File: config.mk
export PLATFORM = sky130hd
export DESIGN_NAME = eth_ipv4_l4_header_parser_unit_flat
export DESIGN_NICKNAME = d
export VERILOG_FILES = /design/src/rtl/eihp_pkg.sv /design/src/rtl/eihp_in_if.sv /design/src/rtl/eihp_out_if.sv /design/src/rtl/eihp_capture.sv /design/src/rtl/eihp_parse.sv /design/src/rtl/eth_ipv4_l4_header_parser_unit.sv /design/src/flat_wrapper.sv
export SDC_FILE = /design/constraint.sdc
export NUM_CORES = 1
export LEC_CHECK = 0
export BUFFER_PORTS_ARGS = -buffer_cell sky130_fd_sc_hd__buf_4
export CAP_MARGIN = 5
export CORE_ASPECT_RATIO = 0.9
export CORE_MARGIN = 2
export CORE_UTILIZATION = 45
export DETAILED_ROUTE_END_ITERATION = 10
export PLACE_DENSITY = 0.7
export SLEW_MARGIN = 20
export SYNTH_ARGS = -nofsm -noshare
export SYNTH_HDL_FRONTEND = slang
export SYNTH_SLANG_ARGS = --single-unit
File: constraint.sdc
create_clock -name clk_i -period 7.9 [get_ports clk_i]
set_input_delay 0.395 -clock clk_i [delete_from_list [all_inputs] [get_ports clk_i]]
set_output_delay 0.395 -clock clk_i [all_outputs]
set_load 0.1 [all_outputs]
File: src/rtl/eihp_pkg.sv
`timescale 1ns / 1ps

package eihp_pkg;

  // Frame length counter
  localparam int LEN_W   = 11;
  localparam int LEN_MAX = 2047;

  // Header geometry, in bytes
  localparam int ETH_HDR      = 14;
  localparam int VLAN_TAG     = 4;
  localparam int IP_FIX       = 20;
  localparam int TCP_FIX      = 20;
  localparam int UDP_FIX      = 8;
  localparam int VLAN_MIN_LEN = ETH_HDR + VLAN_TAG + IP_FIX;

  // High and low ethertype bytes that are recognised
  localparam logic [7:0] ETYPE_IPV4_HI = 8'h08;
  localparam logic [7:0] ETYPE_VLAN_HI = 8'h81;
  localparam logic [7:0] ETYPE_LO      = 8'h00;

  // IP protocol numbers
  localparam logic [7:0] PROTO_TCP = 8'h06;
  localparam logic [7:0] PROTO_UDP = 8'h11;

  // Configuration register indices and reset values
  localparam logic [0:0] REG_MIN_LEN = 1'b0;
  localparam logic [0:0] REG_MAX_LEN = 1'b1;
  localparam logic [LEN_W-1:0] MIN_LEN_RST = 11'd34;
  localparam logic [LEN_W-1:0] MAX_LEN_RST = 11'd1518;

  typedef enum logic [1:0] {
    CLASS_UNKNOWN = 2'd0,
    CLASS_TCP     = 2'd1,
    CLASS_UDP     = 2'd2
  } proto_class_e;

  // Header fields of one completed frame, as caught from the byte stream
  typedef struct packed {
    logic             done;
    logic [LEN_W-1:0] len;
    logic [7:0]       etype_hi;
    logic [7:0]       etype_lo;
    logic [3:0]       ihl;
    logic [15:0]      total;
    logic [7:0]       proto;
    logic [31:0]      src_addr;
    logic [31:0]      dst_addr;
    logic [15:0]      src_port;
    logic [15:0]      dst_port;
    logic [31:0]      seq_num;
    logic [31:0]      ack_num;
    logic [3:0]       thl;
  } frame_t;

endpackage

File: src/rtl/eihp_in_if.sv
`timescale 1ns / 1ps

interface eihp_in_if;
  logic       valid;
  logic       ready;
  logic [7:0] data_byte;
  logic       last_byte;

  modport source (output valid, output data_byte, output last_byte, input ready);
  modport sink   (input valid, input data_byte, input last_byte, output ready);
endinterface

File: src/rtl/eihp_out_if.sv
`timescale 1ns / 1ps

interface eihp_out_if;
  logic        valid;
  logic        ready;
  logic [1:0]  protocol_class;
  logic        vlan_tagged;
  logic [31:0] source_address;
  logic [31:0] dest_address;
  logic [15:0] source_port;
  logic [15:0] dest_port;
  logic [31:0] sequence_number;
  logic [31:0] acknowledge_number;
  logic [7:0]  payload_offset;
  logic [10:0] payload_size;

  modport source (
    output valid, output protocol_class, output vlan_tagged,
    output source_address, output dest_address, output source_port,
    output dest_port, output sequence_number, output acknowledge_number,
    output payload_offset, output payload_size,
    input  ready
  );
  modport sink (
    input  valid, input protocol_class, input vlan_tagged,
    input  source_address, input dest_address, input source_port,
    input  dest_port, input sequence_number, input acknowledge_number,
    input  payload_offset, input payload_size,
    output ready
  );
endinterface

File: src/rtl/eihp_capture.sv
`timescale 1ns / 1ps

module eihp_capture (
  input  logic            clk_i,
  input  logic            rst_ni,
  eihp_in_if.sink         in_req,
  input  logic            take_i,
  output eihp_pkg::frame_t frame_o
);

  localparam int ETYPE_POS    = 12;
  localparam int IP_TOT_REL   = 2;
  localparam int IP_PROTO_REL = 9;
  localparam int IP_SRC_REL   = 12;
  localparam int IP_DST_REL   = 16;
  localparam int L4_DPORT_REL = 2;
  localparam int L4_SEQ_REL   = 4;
  localparam int L4_ACK_REL   = 8;
  localparam int L4_THL_REL   = 12;

  logic [eihp_pkg::LEN_W-1:0] cnt_q, cnt_d;
  logic [eihp_pkg::LEN_W-1:0] len_q, len_d;
  logic                       pend_q, pend_d;
  logic                       acc;

  logic [7:0]  etype_hi_q, etype_hi_d;
  logic [7:0]  etype_lo_q, etype_lo_d;
  logic [3:0]  ihl_q, ihl_d;
  logic [15:0] total_q, total_d;
  logic [7:0]  proto_q, proto_d;
  logic [31:0] src_addr_q, src_addr_d;
  logic [31:0] dst_addr_q, dst_addr_d;
  logic [15:0] src_port_q, src_port_d;
  logic [15:0] dst_port_q, dst_port_d;
  logic [31:0] seq_num_q, seq_num_d;
  logic [31:0] ack_num_q, ack_num_d;
  logic [3:0]  thl_q, thl_d;

  logic [eihp_pkg::LEN_W-1:0] ip_off, l4_off, ip_rel, l4_rel;
  logic [3:0]                 ihl_cur;
  logic                       ip_in, l4_in;

  assign in_req.ready = !pend_q || take_i;
  assign acc          = in_req.valid && in_req.ready;

  // The transport header offset may begin at the IHL byte itself, so the IHL
  // nibble is taken from the live byte while that byte is passing.
  always_comb begin
    ip_off  = (etype_hi_q == eihp_pkg::ETYPE_VLAN_HI) ?
              eihp_pkg::LEN_W'(eihp_pkg::ETH_HDR + eihp_pkg::VLAN_TAG) :
              eihp_pkg::LEN_W'(eihp_pkg::ETH_HDR);
    ihl_cur = (cnt_q == ip_off) ? in_req.data_byte[3:0] : ihl_q;
    l4_off  = ip_off + {5'd0, ihl_cur, 2'b00};
    ip_in   = cnt_q >= ip_off;
    l4_in   = cnt_q >= l4_off;
    ip_rel  = cnt_q - ip_off;
    l4_rel  = cnt_q - l4_off;
  end

  always_comb begin
    cnt_d  = cnt_q;
    len_d  = len_q;
    pend_d = pend_q;
    if (take_i) begin
      pend_d = 1'b0;
    end
    if (acc) begin
      if (in_req.last_byte) begin
        cnt_d  = '0;
        len_d  = (cnt_q == eihp_pkg::LEN_W'(eihp_pkg::LEN_MAX)) ? cnt_q :
                 cnt_q + 1'b1;
        pend_d = 1'b1;
      end else if (cnt_q != eihp_pkg::LEN_W'(eihp_pkg::LEN_MAX)) begin
        cnt_d = cnt_q + 1'b1;
      end
    end
  end

  always_comb begin
    etype_hi_d = etype_hi_q;
    etype_lo_d = etype_lo_q;
    ihl_d      = ihl_q;
    total_d    = total_q;
    proto_d    = proto_q;
    src_addr_d = src_addr_q;
    dst_addr_d = dst_addr_q;
    src_port_d = src_port_q;
    dst_port_d = dst_port_q;
    seq_num_d  = seq_num_q;
    ack_num_d  = ack_num_q;
    thl_d      = thl_q;
    if (acc) begin
      // Bytes not seen in this frame must read as zero.
      if (cnt_q == '0) begin
        etype_hi_d = '0;
        etype_lo_d = '0;
        ihl_d      = '0;
        total_d    = '0;
        proto_d    = '0;
        src_addr_d = '0;
        dst_addr_d = '0;
        src_port_d = '0;
        dst_port_d = '0;
        seq_num_d  = '0;
        ack_num_d  = '0;
        thl_d      = '0;
      end
      if (cnt_q == eihp_pkg::LEN_W'(ETYPE_POS)) begin
        etype_hi_d = in_req.data_byte;
      end
      if (cnt_q == eihp_pkg::LEN_W'(ETYPE_POS + 1)) begin
        etype_lo_d = in_req.data_byte;
      end
      if (ip_in) begin
        if (ip_rel == '0) begin
          ihl_d = in_req.data_byte[3:0];
        end
        if (ip_rel == eihp_pkg::LEN_W'(IP_TOT_REL)) begin
          total_d[15:8] = in_req.data_byte;
        end
        if (ip_rel == eihp_pkg::LEN_W'(IP_TOT_REL + 1)) begin
          total_d[7:0] = in_req.data_byte;
        end
        if (ip_rel == eihp_pkg::LEN_W'(IP_PROTO_REL)) begin
          proto_d = in_req.data_byte;
        end
        for (int k = 0; k < 4; k++) begin
          if (ip_rel == eihp_pkg::LEN_W'(IP_SRC_REL + k)) begin
            src_addr_d[8*(3-k) +: 8] = in_req.data_byte;
          end
          if (ip_rel == eihp_pkg::LEN_W'(IP_DST_REL + k)) begin
            dst_addr_d[8*(3-k) +: 8] = in_req.data_byte;
          end
        end
      end
      if (l4_in) begin
        for (int k = 0; k < 2; k++) begin
          if (l4_rel == eihp_pkg::LEN_W'(k)) begin
            src_port_d[8*(1-k) +: 8] = in_req.data_byte;
          end
          if (l4_rel == eihp_pkg::LEN_W'(L4_DPORT_REL + k)) begin
            dst_port_d[8*(1-k) +: 8] = in_req.data_byte;
          end
        end
        for (int k = 0; k < 4; k++) begin
          if (l4_rel == eihp_pkg::LEN_W'(L4_SEQ_REL + k)) begin
            seq_num_d[8*(3-k) +: 8] = in_req.data_byte;
          end
          if (l4_rel == eihp_pkg::LEN_W'(L4_ACK_REL + k)) begin
            ack_num_d[8*(3-k) +: 8] = in_req.data_byte;
          end
        end
        if (l4_rel == eihp_pkg::LEN_W'(L4_THL_REL)) begin
          thl_d = in_req.data_byte[7:4];
        end
      end
    end
  end

  always_ff @(posedge clk_i or negedge rst_ni) begin
    if (!rst_ni) begin
      cnt_q  <= '0;
      pend_q <= 1'b0;
    end else begin
      cnt_q  <= cnt_d;
      pend_q <= pend_d;
    end
  end

  always_ff @(posedge clk_i) begin
    len_q      <= len_d;
    etype_hi_q <= etype_hi_d;
    etype_lo_q <= etype_lo_d;
    ihl_q      <= ihl_d;
    total_q    <= total_d;
    proto_q    <= proto_d;
    src_addr_q <= src_addr_d;
    dst_addr_q <= dst_addr_d;
    src_port_q <= src_port_d;
    dst_port_q <= dst_port_d;
    seq_num_q  <= seq_num_d;
    ack_num_q  <= ack_num_d;
    thl_q      <= thl_d;
  end

  always_comb begin
    frame_o.done     = pend_q;
    frame_o.len      = len_q;
    frame_o.etype_hi = etype_hi_q;
    frame_o.etype_lo = etype_lo_q;
    frame_o.ihl      = ihl_q;
    frame_o.total    = total_q;
    frame_o.proto    = proto_q;
    frame_o.src_addr = src_addr_q;
    frame_o.dst_addr = dst_addr_q;
    frame_o.src_port = src_port_q;
    frame_o.dst_port = dst_port_q;
    frame_o.seq_num  = seq_num_q;
    frame_o.ack_num  = ack_num_q;
    frame_o.thl      = thl_q;
  end

endmodule

File: src/rtl/eihp_parse.sv
`timescale 1ns / 1ps

module eihp_parse (
  input  logic                       clk_i,
  input  logic                       rst_ni,
  input  eihp_pkg::frame_t           frame_i,
  input  logic [eihp_pkg::LEN_W-1:0] min_len_i,
  input  logic [eihp_pkg::LEN_W-1:0] max_len_i,
  output logic                       take_o,
  eihp_out_if.source                 out_res
);

  logic                       valid_q;
  eihp_pkg::proto_class_e     class_q, class_d;
  logic                       vlan_q, vlan_d;
  logic [31:0]                src_addr_q, src_addr_d, dst_addr_q, dst_addr_d;
  logic [15:0]                src_port_q, src_port_d, dst_port_q, dst_port_d;
  logic [31:0]                seq_q, seq_d, ack_q, ack_d;
  logic [7:0]                 poff_q, poff_d;
  logic [eihp_pkg::LEN_W-1:0] psize_q, psize_d;

  logic                       is_ipv4, is_vlan, ip_ok, tcp_ok, udp_ok;
  logic [6:0]                 ip_off, l4_off;
  logic [5:0]                 ihl4, thl4;
  logic [eihp_pkg::LEN_W-1:0] avail, body, l4_off_w;
  logic [15:0]                body_raw;

  assign take_o = frame_i.done && (!valid_q || out_res.ready);

  always_comb begin
    is_ipv4 = frame_i.etype_hi == eihp_pkg::ETYPE_IPV4_HI;
    is_vlan = frame_i.etype_hi == eihp_pkg::ETYPE_VLAN_HI;
    ip_ok   = (frame_i.len >= min_len_i) && (frame_i.len <= max_len_i) &&
              (frame_i.etype_lo == eihp_pkg::ETYPE_LO) && (is_ipv4 || is_vlan) &&
              (!is_vlan || frame_i.len >= eihp_pkg::LEN_W'(eihp_pkg::VLAN_MIN_LEN));

    ip_off   = is_vlan ? 7'(eihp_pkg::ETH_HDR + eihp_pkg::VLAN_TAG) :
               7'(eihp_pkg::ETH_HDR);
    ihl4     = {frame_i.ihl, 2'b00};
    thl4     = {frame_i.thl, 2'b00};
    l4_off   = ip_off + {1'b0, ihl4};
    l4_off_w = {4'd0, l4_off};

    // Body length is clamped to what was captured past the IP header.
    avail    = (frame_i.len >= l4_off_w) ? frame_i.len - l4_off_w : '0;
    body_raw = frame_i.total - {10'd0, ihl4};
    if ((frame_i.total < {10'd0, ihl4}) || (body_raw > {5'd0, avail})) begin
      body = avail;
    end else begin
      body = body_raw[eihp_pkg::LEN_W-1:0];
    end

    tcp_ok = ip_ok && (frame_i.proto == eihp_pkg::PROTO_TCP) &&
             (l4_off_w + eihp_pkg::LEN_W'(eihp_pkg::TCP_FIX) <= frame_i.len) &&
             (body >= {5'd0, thl4});
    udp_ok = ip_ok && (frame_i.proto == eihp_pkg::PROTO_UDP) &&
             (l4_off_w + eihp_pkg::LEN_W'(eihp_pkg::UDP_FIX) <= frame_i.len);

    class_d    = tcp_ok ? eihp_pkg::CLASS_TCP :
                 udp_ok ? eihp_pkg::CLASS_UDP : eihp_pkg::CLASS_UNKNOWN;
    vlan_d     = ip_ok && is_vlan;
    src_addr_d = ip_ok ? frame_i.src_addr : '0;
    dst_addr_d = ip_ok ? frame_i.dst_addr : '0;
    src_port_d = (tcp_ok || udp_ok) ? frame_i.src_port : '0;
    dst_port_d = (tcp_ok || udp_ok) ? frame_i.dst_port : '0;
    seq_d      = tcp_ok ? frame_i.seq_num : '0;
    ack_d      = tcp_ok ? frame_i.ack_num : '0;
    poff_d     = tcp_ok ? ({1'b0, l4_off} + {2'b00, thl4}) : '0;
    psize_d    = tcp_ok ? body - {5'd0, thl4} : '0;
  end

  always_ff @(posedge clk_i or negedge rst_ni) begin
    if (!rst_ni) begin
      valid_q <= 1'b0;
    end else if (take_o) begin
      valid_q <= 1'b1;
    end else if (out_res.ready) begin
      valid_q <= 1'b0;
    end
  end

  always_ff @(posedge clk_i) begin
    if (take_o) begin
      class_q    <= class_d;
      vlan_q     <= vlan_d;
      src_addr_q <= src_addr_d;
      dst_addr_q <= dst_addr_d;
      src_port_q <= src_port_d;
      dst_port_q <= dst_port_d;
      seq_q      <= seq_d;
      ack_q      <= ack_d;
      poff_q     <= poff_d;
      psize_q    <= psize_d;
    end
  end

  assign out_res.valid              = valid_q;
  assign out_res.protocol_class     = class_q;
  assign out_res.vlan_tagged        = vlan_q;
  assign out_res.source_address     = src_addr_q;
  assign out_res.dest_address       = dst_addr_q;
  assign out_res.source_port        = src_port_q;
  assign out_res.dest_port          = dst_port_q;
  assign out_res.sequence_number    = seq_q;
  assign out_res.acknowledge_number = ack_q;
  assign out_res.payload_offset     = poff_q;
  assign out_res.payload_size       = psize_q;

endmodule

File: src/rtl/eth_ipv4_l4_header_parser_unit.sv
`timescale 1ns / 1ps

// Ethernet / IPv4 / TCP-UDP header parser. Each request on in_req carries one
// byte of a captured frame in wire order, with last_byte set on its final
// byte; one request per cycle is taken. Rather than buffering the header, the
// block picks the fields it needs out of the byte stream as they pass, using
// the byte counter and the ethertype and IHL seen so far to place them, so
// any byte that the frame never delivered reads as zero. After the last byte is
// taken, a single-pass classifier turns the caught fields into one result
// request on out_res: the length window, the ethertype (IPv4 or an
// 802.1Q tag, whose length check counts the tag), then TCP, UDP or unknown,
// with the IP body length clamped to the captured bytes. Input is accepted
// every cycle; it is held off only while a finished frame waits for the
// result register, which is full and not being drained. The length window is
// set through the write port: register 0 is the minimum length (reset 34),
// register 1 the maximum (reset 1518); the user must write them only while no
// frame is in progress, which the block itself does not enforce.

module eth_ipv4_l4_header_parser_unit (
  input  logic                       clk_i,
  input  logic                       rst_ni,
  eihp_in_if.sink                    in_req,
  eihp_out_if.source                 out_res,
  input  logic                       cfg_we_i,
  input  logic [0:0]                 cfg_idx_i,
  input  logic [eihp_pkg::LEN_W-1:0] cfg_data_i
);

  logic [eihp_pkg::LEN_W-1:0] min_len_q, max_len_q;
  eihp_pkg::frame_t           frame;
  logic                       take;

  // Configuration registers
  always_ff @(posedge clk_i or negedge rst_ni) begin
    if (!rst_ni) begin
      min_len_q <= eihp_pkg::MIN_LEN_RST;
      max_len_q <= eihp_pkg::MAX_LEN_RST;
    end else if (cfg_we_i) begin
      unique case (cfg_idx_i)
        eihp_pkg::REG_MIN_LEN: min_len_q <= cfg_data_i;
        eihp_pkg::REG_MAX_LEN: max_len_q <= cfg_data_i;
        default: ;
      endcase
    end
  end

  // Byte counter and on-the-fly field capture
  eihp_capture u_capture (
    .clk_i   (clk_i),
    .rst_ni  (rst_ni),
    .in_req  (in_req),
    .take_i  (take),
    .frame_o (frame)
  );

  // Classification and result register
  eihp_parse u_parse (
    .clk_i     (clk_i),
    .rst_ni    (rst_ni),
    .frame_i   (frame),
    .min_len_i (min_len_q),
    .max_len_i (max_len_q),
    .take_o    (take),
    .out_res   (out_res)
  );

  // A finished frame that cannot move on must hold the input off.
  a_stall_holds_input: assert property (@(posedge clk_i) disable iff (!rst_ni)
    frame.done && out_res.valid && !out_res.ready |-> !in_req.ready)
    else $error("input taken while a finished frame is blocked");

  // Every last byte taken leaves a finished frame for the classifier.
  a_last_marks_done: assert property (@(posedge clk_i) disable iff (!rst_ni)
    in_req.valid && in_req.ready && in_req.last_byte |=> frame.done)
    else $error("last byte did not complete a frame");

  // Only TCP results carry sequence, acknowledge and payload fields.
  a_non_tcp_zero: assert property (@(posedge clk_i) disable iff (!rst_ni)
    out_res.valid && out_res.protocol_class != eihp_pkg::CLASS_TCP |->
      out_res.sequence_number == '0 && out_res.acknowledge_number == '0 &&
      out_res.payload_offset == '0 && out_res.payload_size == '0)
    else $error("non-TCP result carries TCP fields");

  // Unknown results carry no ports.
  a_unknown_no_ports: assert property (@(posedge clk_i) disable iff (!rst_ni)
    out_res.valid && out_res.protocol_class == eihp_pkg::CLASS_UNKNOWN |->
      out_res.source_port == '0 && out_res.dest_port == '0)
    else $error("unknown result carries ports");

endmodule
File: src/flat_wrapper.sv
// flat-port wrapper written by rule: the top's interface ports become plain ports
module eth_ipv4_l4_header_parser_unit_flat 
  (clk_i, rst_ni, cfg_we_i, cfg_idx_i, cfg_data_i, in_req_valid, in_req_data_byte, in_req_last_byte, in_req_ready, out_res_valid, out_res_protocol_class, out_res_vlan_tagged, out_res_source_address, out_res_dest_address, out_res_source_port, out_res_dest_port, out_res_sequence_number, out_res_acknowledge_number, out_res_payload_offset, out_res_payload_size, out_res_ready);
  eihp_in_if in_req_i ();
  eihp_out_if out_res_i ();
  input  logic clk_i;
  input  logic rst_ni;
  input  logic cfg_we_i;
  input  logic [0:0] cfg_idx_i;
  input  logic [eihp_pkg::LEN_W-1:0] cfg_data_i;
  input wire logic [$bits(in_req_i.valid)-1:0] in_req_valid;
  input wire logic [$bits(in_req_i.data_byte)-1:0] in_req_data_byte;
  input wire logic [$bits(in_req_i.last_byte)-1:0] in_req_last_byte;
  output wire logic [$bits(in_req_i.ready)-1:0] in_req_ready;
  output wire logic [$bits(out_res_i.valid)-1:0] out_res_valid;
  output wire logic [$bits(out_res_i.protocol_class)-1:0] out_res_protocol_class;
  output wire logic [$bits(out_res_i.vlan_tagged)-1:0] out_res_vlan_tagged;
  output wire logic [$bits(out_res_i.source_address)-1:0] out_res_source_address;
  output wire logic [$bits(out_res_i.dest_address)-1:0] out_res_dest_address;
  output wire logic [$bits(out_res_i.source_port)-1:0] out_res_source_port;
  output wire logic [$bits(out_res_i.dest_port)-1:0] out_res_dest_port;
  output wire logic [$bits(out_res_i.sequence_number)-1:0] out_res_sequence_number;
  output wire logic [$bits(out_res_i.acknowledge_number)-1:0] out_res_acknowledge_number;
  output wire logic [$bits(out_res_i.payload_offset)-1:0] out_res_payload_offset;
  output wire logic [$bits(out_res_i.payload_size)-1:0] out_res_payload_size;
  input wire logic [$bits(out_res_i.ready)-1:0] out_res_ready;
  assign in_req_i.valid = in_req_valid;
  assign in_req_i.data_byte = in_req_data_byte;
  assign in_req_i.last_byte = in_req_last_byte;
  assign in_req_ready = in_req_i.ready;
  assign out_res_valid = out_res_i.valid;
  assign out_res_protocol_class = out_res_i.protocol_class;
  assign out_res_vlan_tagged = out_res_i.vlan_tagged;
  assign out_res_source_address = out_res_i.source_address;
  assign out_res_dest_address = out_res_i.dest_address;
  assign out_res_source_port = out_res_i.source_port;
  assign out_res_dest_port = out_res_i.dest_port;
  assign out_res_sequence_number = out_res_i.sequence_number;
  assign out_res_acknowledge_number = out_res_i.acknowledge_number;
  assign out_res_payload_offset = out_res_i.payload_offset;
  assign out_res_payload_size = out_res_i.payload_size;
  assign out_res_i.ready = out_res_ready;
  eth_ipv4_l4_header_parser_unit u_core (.clk_i(clk_i), .rst_ni(rst_ni), .in_req(in_req_i), .out_res(out_res_i), .cfg_we_i(cfg_we_i), .cfg_idx_i(cfg_idx_i), .cfg_data_i(cfg_data_i));
endmodule
# --- After elaboration in Yosys (flattened, before gate mapping) ---
# Index checks and enable logic that the tools add are counted.
totals:
  register_bits: 436
  input_bits: 26
  elab_cells: 180
  out_inout_bits: 184
op_classes:
  magnitude_cmp: 11
  n_eq_ne: 32
  addsub: 11
  bitwise_logic: 1
  reduce_logical: 35
  muxes: 62
ops:
  columns: ["cell", "n"]
  rows:
  - ["$mux 32", 8]
  - ["$mux 8", 28]
  - ["$eq 11x4->1 const B", 12]
  - ["$mux 16", 6]
  - ["$mux 11", 5]
  - ["$eq 11x2->1 const B", 4]
  - ["$eq 11x3->1 const B", 4]
  - ["$eq 11x5->1 const B", 4]
  - ["$logic_not 11->1", 3]
  - ["$mux 4", 7]
  - ["$ge 11x7->1", 2]
  - ["$le 8x11->1", 2]
  - ["$sub 11x7->11", 2]
  - ["$gt 16x11->1", 1]
  - ["$lt 16x6->1", 1]
  - ["$sub 16x6->16", 1]
  - ["$add 5x6->7", 2]
  - ["$logic_and 1x1->1", 12]
  - ["$reduce_and 2->1", 6]
  - ["$add 11x1->11 const B", 1]
  - ["$eq 11x1->1 const B", 1]
  - ["$eq 11x11->1 const B", 1]
  - ["$eq 11x5->1", 1]
  - ["$ge 11x11->1", 1]
  - ["22 further kinds", 37]

# --- Logic depth before layout (Yosys ltp) ---
depth:
  depth_word: 11
  mapped_depth: 33
  depth_no_buf: 31

# --- By module ---
# From an unflattened synthesis, not the netlist that was laid out.
hier_totals:
  cells_unflattened: 1836
  hier_area_um2: 22663.0
by_module_without_submodules:
  columns: ["mod", "area_per_inst_um2", "cells_per_inst", "n_inst", "seq_area_each_um2"]
  rows:
  - ["eihp_capture", 11900.2, 937, 1, 6876.6]
  - ["eihp_parse", 9874.5, 851, 1, 5460.2]
  - ["eth_ipv4_l4_header_parser_unit", 888.4, 48, 1, 563.0]

# --- Least setup slack after synthesis ---
# Ideal clock, no wire load.
synth_path:
  path_type: "reg-to-reg"
  start: "reg u_core.u_capture.etype_hi_q[2]"
  end: "reg u_core.u_parse.psize_q (netlist bit u_core.u_parse.out_res.payload_size[4]), data pin"
  stages_incl_launch_ff: 30
  period_less_slack_ps: 7477
  arrival_ps: 7218
  slack_ps: 423
  path_buffers: 1
  setup_ps: 259
  t_required_ps: 7641
  path_cell_list: "edfxtp_1 > or4_1 > or3_1 > ha_1 > inv_1 > fa_1 > ha_1 > o21bai_1 > maj3_1 > maj3_1 > a211oi_1 > mux2i_1 > ha_1 > a21oi_1 > o21ai_0 > o31ai_1 > nand2_1 > nor3_1 > nor2_1 > a21o_1 > ha_1 > nor2b_1 > o21ai_0 > nand2b_1 > a21o_1 > nor4_2 > o22ai_4 > and2_4 > buf_6 > nor3b_2"
synth_between:
  elab_chain_cells: 10
  elab_cells_between_ends: 22
  classes_between: "add/sub (4); order compare (4); eq/ne (2); mux (3); reduce/logical (9)"
synth_lines:
  columns: ["element", "line_no", "text"]
  rows:
  - ["start: declaration", "eihp_capture.sv:26", "logic [7:0] etype_hi_q, etype_hi_d;"]
  - ["start signal: assignment", "eihp_capture.sv:172", "etype_hi_q <= etype_hi_d;"]
  - ["$eq 8x8->1", "eihp_parse.sv:32", "is_vlan = frame_i.etype_hi == eihp_pkg::ETYPE_VLAN_HI;"]
  - ["$mux 5", "eihp_parse.sv:37", "ip_off = is_vlan ? 7'(eihp_pkg::ETH_HDR + eihp_pkg::VLAN_TAG) :"]
  - ["$add 5x6->7", "eihp_parse.sv:41", "l4_off = ip_off + {1'b0, ihl4};"]
  - ["$sub 11x7->11 / $ge 11x7->1 (equally long branches)", "eihp_parse.sv:45", "avail = (frame_i.len >= l4_off_w) ? frame_i.len - l4_off_w : '0;"]
  - ["$mux 11", "eihp_parse.sv:45", null]
  - ["$gt 16x11->1", "eihp_parse.sv:47", "if ((frame_i.total < {10'd0, ihl4}) || (body_raw > {5'd0, avail})) begin"]
  - ["$logic_or 1x1->1", "eihp_parse.sv:47", null]
  - ["$mux 11", "eihp_parse.sv:47", null]
  - ["$ge 11x6->1", "eihp_parse.sv:55", "(body >= {5'd0, thl4});"]
  - ["$logic_and 1x1->1 *", "eihp_parse.sv:54", "(l4_off_w + eihp_pkg::LEN_W'(eihp_pkg::TCP_FIX) <= frame_i.len) &&"]
  - ["net u_core.u_parse.tcp_ok", "eihp_parse.sv:22", "logic is_ipv4, is_vlan, ip_ok, tcp_ok, udp_ok;"]
  - ["end signal: assignment", "eihp_parse.sv:93", "psize_q <= psize_d;"]
  - ["end: declaration", "eihp_parse.sv:20", "logic [eihp_pkg::LEN_W-1:0] psize_q, psize_d;"]
# Mark *: on every way through the listed nets, which the timed path passes. The rest lies on a longest branch.
# A chain may end at the register's enable or synchronous reset.

# --- Worst setup path after layout ---
layout_path:
  start: "reg u_core.u_capture.etype_hi_q[2]"
  end: "reg u_core.u_parse.dst_port_q[15], in the netlist u_core.u_parse.out_res.dest_port[15], data pin"
layout_between:
  elab_chain_cells: 11
  elab_cells_between_ends: 26
  classes_between: "add/sub (4); order compare (5); eq/ne (2); mux (3); reduce/logical (12)"
layout_lines:
  columns: ["element", "line_no", "text"]
  rows:
  - ["$eq 8x8->1", "eihp_parse.sv:32", null]
  - ["$mux 5", "eihp_parse.sv:37", null]
  - ["$add 5x6->7", "eihp_parse.sv:41", null]
  - ["$sub 11x7->11 / $ge 11x7->1 (equally long branches)", "eihp_parse.sv:45", null]
  - ["$mux 11", "eihp_parse.sv:45", null]
  - ["$gt 16x11->1", "eihp_parse.sv:47", null]
  - ["$logic_or 1x1->1", "eihp_parse.sv:47", null]
  - ["$mux 11", "eihp_parse.sv:47", null]
  - ["$ge 11x6->1", "eihp_parse.sv:55", null]
  - ["$logic_and 1x1->1", "eihp_parse.sv:54", null]
  - ["$logic_or 1x1->1 *", "eihp_parse.sv:65", "dst_port_d = (tcp_ok || udp_ok) ? frame_i.dst_port : '0;"]
  - ["end signal: assignment", "eihp_parse.sv:89", "dst_port_q <= dst_port_d;"]
  - ["end: declaration", "eihp_parse.sv:17", "logic [15:0] src_port_q, src_port_d, dst_port_q, dst_port_d;"]
# Mark *: on every way between the ends. The rest lies on a longest branch, timed or not.

==> summary.txt <==
Floorplan
  • Area of the die: 49,600 µm²
  • Die Ht: between 200 and 250 µm
  • Initial Util: roughly 45%
  • Core area: about 48,000 µm²
  • Num rows: 76
  • # IOs: 210
  • Chip Width: roughly 230 µm

Drt
  • Routed WL per cell: slightly above 20 µm
  • Detailed Route WL: approximately 53 mm
  • Vias per cell: 5.45
  • TritonRoute pass-1 iters: 8
  • Met3 routed WL: approximately 2.8 mm
  • Routed Antenna Nets: 0
  • 1st-iter DRT viols: ~1,200
  • Via count of the routed design: between 10,000 and 15,000
  • Top sig layer: met4
  • Met2 wire length: 25.7 mm
  • Met1 wire length: 23.4 mm
  • Residual DRC: 0

Synthesis
  • Gate Count Post-Synth: ~1,700
  • Synth cell count leaders: edfxtp_1, nand2_1, mux2i_1
  • EDFF count, synth: 400
  • Cell variety after synth: 79
  • Syn Std Cell Area: around 22,000 µm²
  • Most used DFF post-synth: edfxtp_1
  • Cell taking the most area after synthesis: edfxtp_1
  • Yosys top cell area share: a little under three fifths
  • Area contributors post-synth: edfxtp_1, mux2i_1, ha_1, nand2_1, dfrtp_1
  • Post-synthesis sequential area ratio: approximately 60%
  • Most frequent cell after synthesis: edfxtp_1
  • Syn Area/Cell: 12.4 µm²
  • Yosys warns: 0
  • Yosys reg bits: ~440
  • Post-synth ARST share: 8.05%
  • Post-Syn Nets: roughly 1,900

STA
  • Slew margin rel.: 28.9%
  • Final Hold Fails: 0
  • Tmin final: around 7.5 ns
  • Worst hold margin: roughly 0.037 ns
  • Clock skew: approximately 0.016 ns
  • Final worst slack: 0.413 ns
  • Worst-Margin Slew: roughly 1.1 ns
  • Final setup TNS: 0 ns
  • Final period util: about 95%
  • Setup Viol. Count Final: 0
  • Fmax achieved: 134 MHz
  • Max Slew Vio Count: 0

Global routing
  • Grt total ovfl: 0
  • Antenna violations before repair: 0
  • Total track usage: a little over a fifth
  • Largest net degree at the start of global routing: about 110
  • First-pass GRT wire length: 80.4 mm
  • Vias in the first global route: ~14,000

Pwr
  • Sequential power share: approximately 42%
  • Net Sw Power: 2.45 mW
  • Int Pwr: 4.83 mW
  • Clk pwr share: around 30%
  • Worst VDD drop: approximately 0.26 mV
  • Total power density per cell area: 286 nW/µm²
  • Lkg Pwr: roughly 12 nW
  • Switching share of power: 33.6%
  • Logic pwr share: about 28%

Layout
  • Final Net Count: approximately 2,100
  • Area growth syn-to-layout: 18.4%
  • Post-Layout Inst Area: 25,500 µm²
  • ANT cells: 0
  • FILL cells: ~4,100
  • Post-layout util: a little over half
  • Fraction of layout cells with a size suffix above 1: about a fifth
  • Area occupied by registers: ~13,000 µm²
  • Area of the multi-input gates: a little over 8000 µm²

Clock tree
  • CTS root buf: clkbuf_16
  • Clk pin slew, worst setup/hold paths: approximately 0.060 ns
  • Clock sink total: about 440
  • CTS tree: yes
  • Deepest clock path buffer count: 3
  • CTS H-Tree Depth: 2
  • CTS Buf Count: 47
  • Latest clock arrival within the worst-skew pair: between 0.5 and 0.6 ns

Placement
  • Post-DP HPWL: about 34 mm
  • Global placer's final weighted congestion: roughly 0.88
  • DP Worst Slack: between 0.1 and 0.15 ns
  • Buffers on Ports: between 200 and 250
  • Placed Area: roughly 24,000 µm²

Flow run
  • Max-cap violation count: 0

Setup path
  • Worst EP required: between 8 and 9 ns
  • CP max stage delay: around 0.54 ns
  • Critical Path Fanout Max: 8
  • Worst setup path class: flip-flop to flip-flop
  • Worst path arrival time: between 7 and 8 ns
  • Crit-path most repeated cell: ha_1
  • Critical-path top delay cell: or4_1
  • CP startpoint kind: flip-flop
  • Endpoint type of the worst setup path: flip-flop

Hold path
  • Worst Hold Class: primary input to flip-flop

Outcome
  • Status: complete, no violations
repair_timing:
action                                 in CTS  in global routing
resized for setup                           0                 13
endpoints found under the hold margin      25                  0
buffers inserted                            0                  3
setup endpoints to repair                   0                115
hold buffers                                1                  0
critical path: cells and delay by family (launching register included):
kind                     cells  cell delay [ns]
AO/OA/AOI/OAI               10             1.87
adder cells (fa/ha/maj)      7             2.43
buffers and inverters        3             0.38
flip-flops                   1             0.36
multiplexers                 1             0.26
AND/OR/NAND/NOR              9             1.91
layout make-up:
cell class	instances	area share, %
clock buffer	63	5.14
clock inverter	22	0.815
inverter	72	1.09
multi-input combinational	1148	31.7
sequential	435	50.6
tap	624	3.06
timing repair buffer	245	7.56
path summary, 6_finish.rpt:
check | start | end | slack [ns] | cells after the start
max | u_core.u_capture.etype_hi_q[2]$_SDFFCE_PP0P_ | u_core.u_parse.out_res.dest_port[15]$_SDFFCE_PN0P_ | 0.41 | 30
min in group asynchronous | rst_ni | u_core.u_capture.cnt_q[0]$_DFFE_PN0P_ | 0.33 | 2
min | cfg_data_i[7] | u_core.min_len_q[7]$_DFFE_PN0P_ | 0.04 | 3
max reg2reg | u_core.u_capture.etype_hi_q[2]$_SDFFCE_PP0P_ | u_core.u_parse.out_res.dest_port[15]$_SDFFCE_PN0P_ | 0.41 | 30
max in group asynchronous | rst_ni | u_core.max_len_q[7]$_DFFE_PN1P_ | 7.21 | 2
min reg2reg | u_core.max_len_q[9]$_DFFE_PN0P_ | u_core.max_len_q[9]$_DFFE_PN0P_ | 0.51 | 1
power by group through the flow:
stage               Clock [mW]  Combinational, mW  Sequential (mW)
floorplan                    0               1.16             3.44
global placement             0               1.99             3.10
detailed placement           0               2.03             3.12
CTS                       2.21               2.04             3.07
global route              2.30               2.24             3.11
finish                    2.16               2.05             3.07
through the flow:
| stage | total power, mW | instances |
|---|---|---|
| CTS | 7.32 | 2603 |
| floorplan | 4.60 | 1741 |
| global placement | 5.09 | 2517 |
| finish | 7.29 | 2609 |
| detailed placement | 5.14 | 2517 |
| global route | 7.65 | 2609 |
sequential cells by signal, indices dropped and copies added, names as in the netlist, 11 cells and up:
name / flops
u_core.max_len_q: 11
u_core.min_len_q: 11
u_core.u_capture.ack_num_q: 32
u_core.u_capture.cnt_q: 11
u_core.u_capture.dst_addr_q: 32
u_core.u_capture.dst_port_q: 16
u_core.u_capture.len_q: 11
u_core.u_capture.seq_num_q: 32
u_core.u_capture.src_addr_q: 32
u_core.u_capture.src_port_q: 16
u_core.u_capture.total_q: 16
u_core.u_parse.out_res.acknowledge_number: 32
u_core.u_parse.out_res.dest_address: 32
u_core.u_parse.out_res.dest_port: 16
u_core.u_parse.out_res.payload_size: 11
u_core.u_parse.out_res.sequence_number: 32
u_core.u_parse.out_res.source_address: 32
u_core.u_parse.out_res.source_port: 16
layout by cell type, fill, tap and decap left out, types with 8 or more instances in the layout:
master,synthesis,layout
clkbuf_1,77,11
edfxtp_1,400,400
ha_1,81,79
nor4_1,9,9
nand2b_1,9,9
and2_1,77,75
mux2_2,13,13
nand2_1,262,261
fa_1,9,8
a21oi_1,42,41
xor2_1,17,17
nand4_1,8,8
and3_1,83,83
clkbuf_16,0,51
nor3_1,19,18
nor2_1,65,64
clkinv_1,10,15
clkinv_2,0,9
dfstp_2,10,10
inv_1,62,61
a21o_1,15,15
xnor2_1,32,32
dfrtp_1,25,25
mux2i_1,188,188
buf_4,4,236
o21ai_0,55,55
nand3_1,14,13
nor2b_1,54,54
logic make-up after synthesis:
group	Yosys count	share of synthesized area, %
compound gates	165	4.91
xor+xnor	50	2.10
fa+ha+maj	92	5.64
buf+inv	158	2.91
flops	435	59.9
mux	201	9.42
other cells	1	0.0174
simple gates	639	15.1
layer usage:
metal / vias to the layer above / global-route usage (%)
met1: 7083 / 29.4
met4: 0 / 5.27
met3: 60 / 3.23
met2: 397 / 34.5
li1: 6667 / -
met5: - / 0
Note: power is estimated with default switching activity, not from simulation.
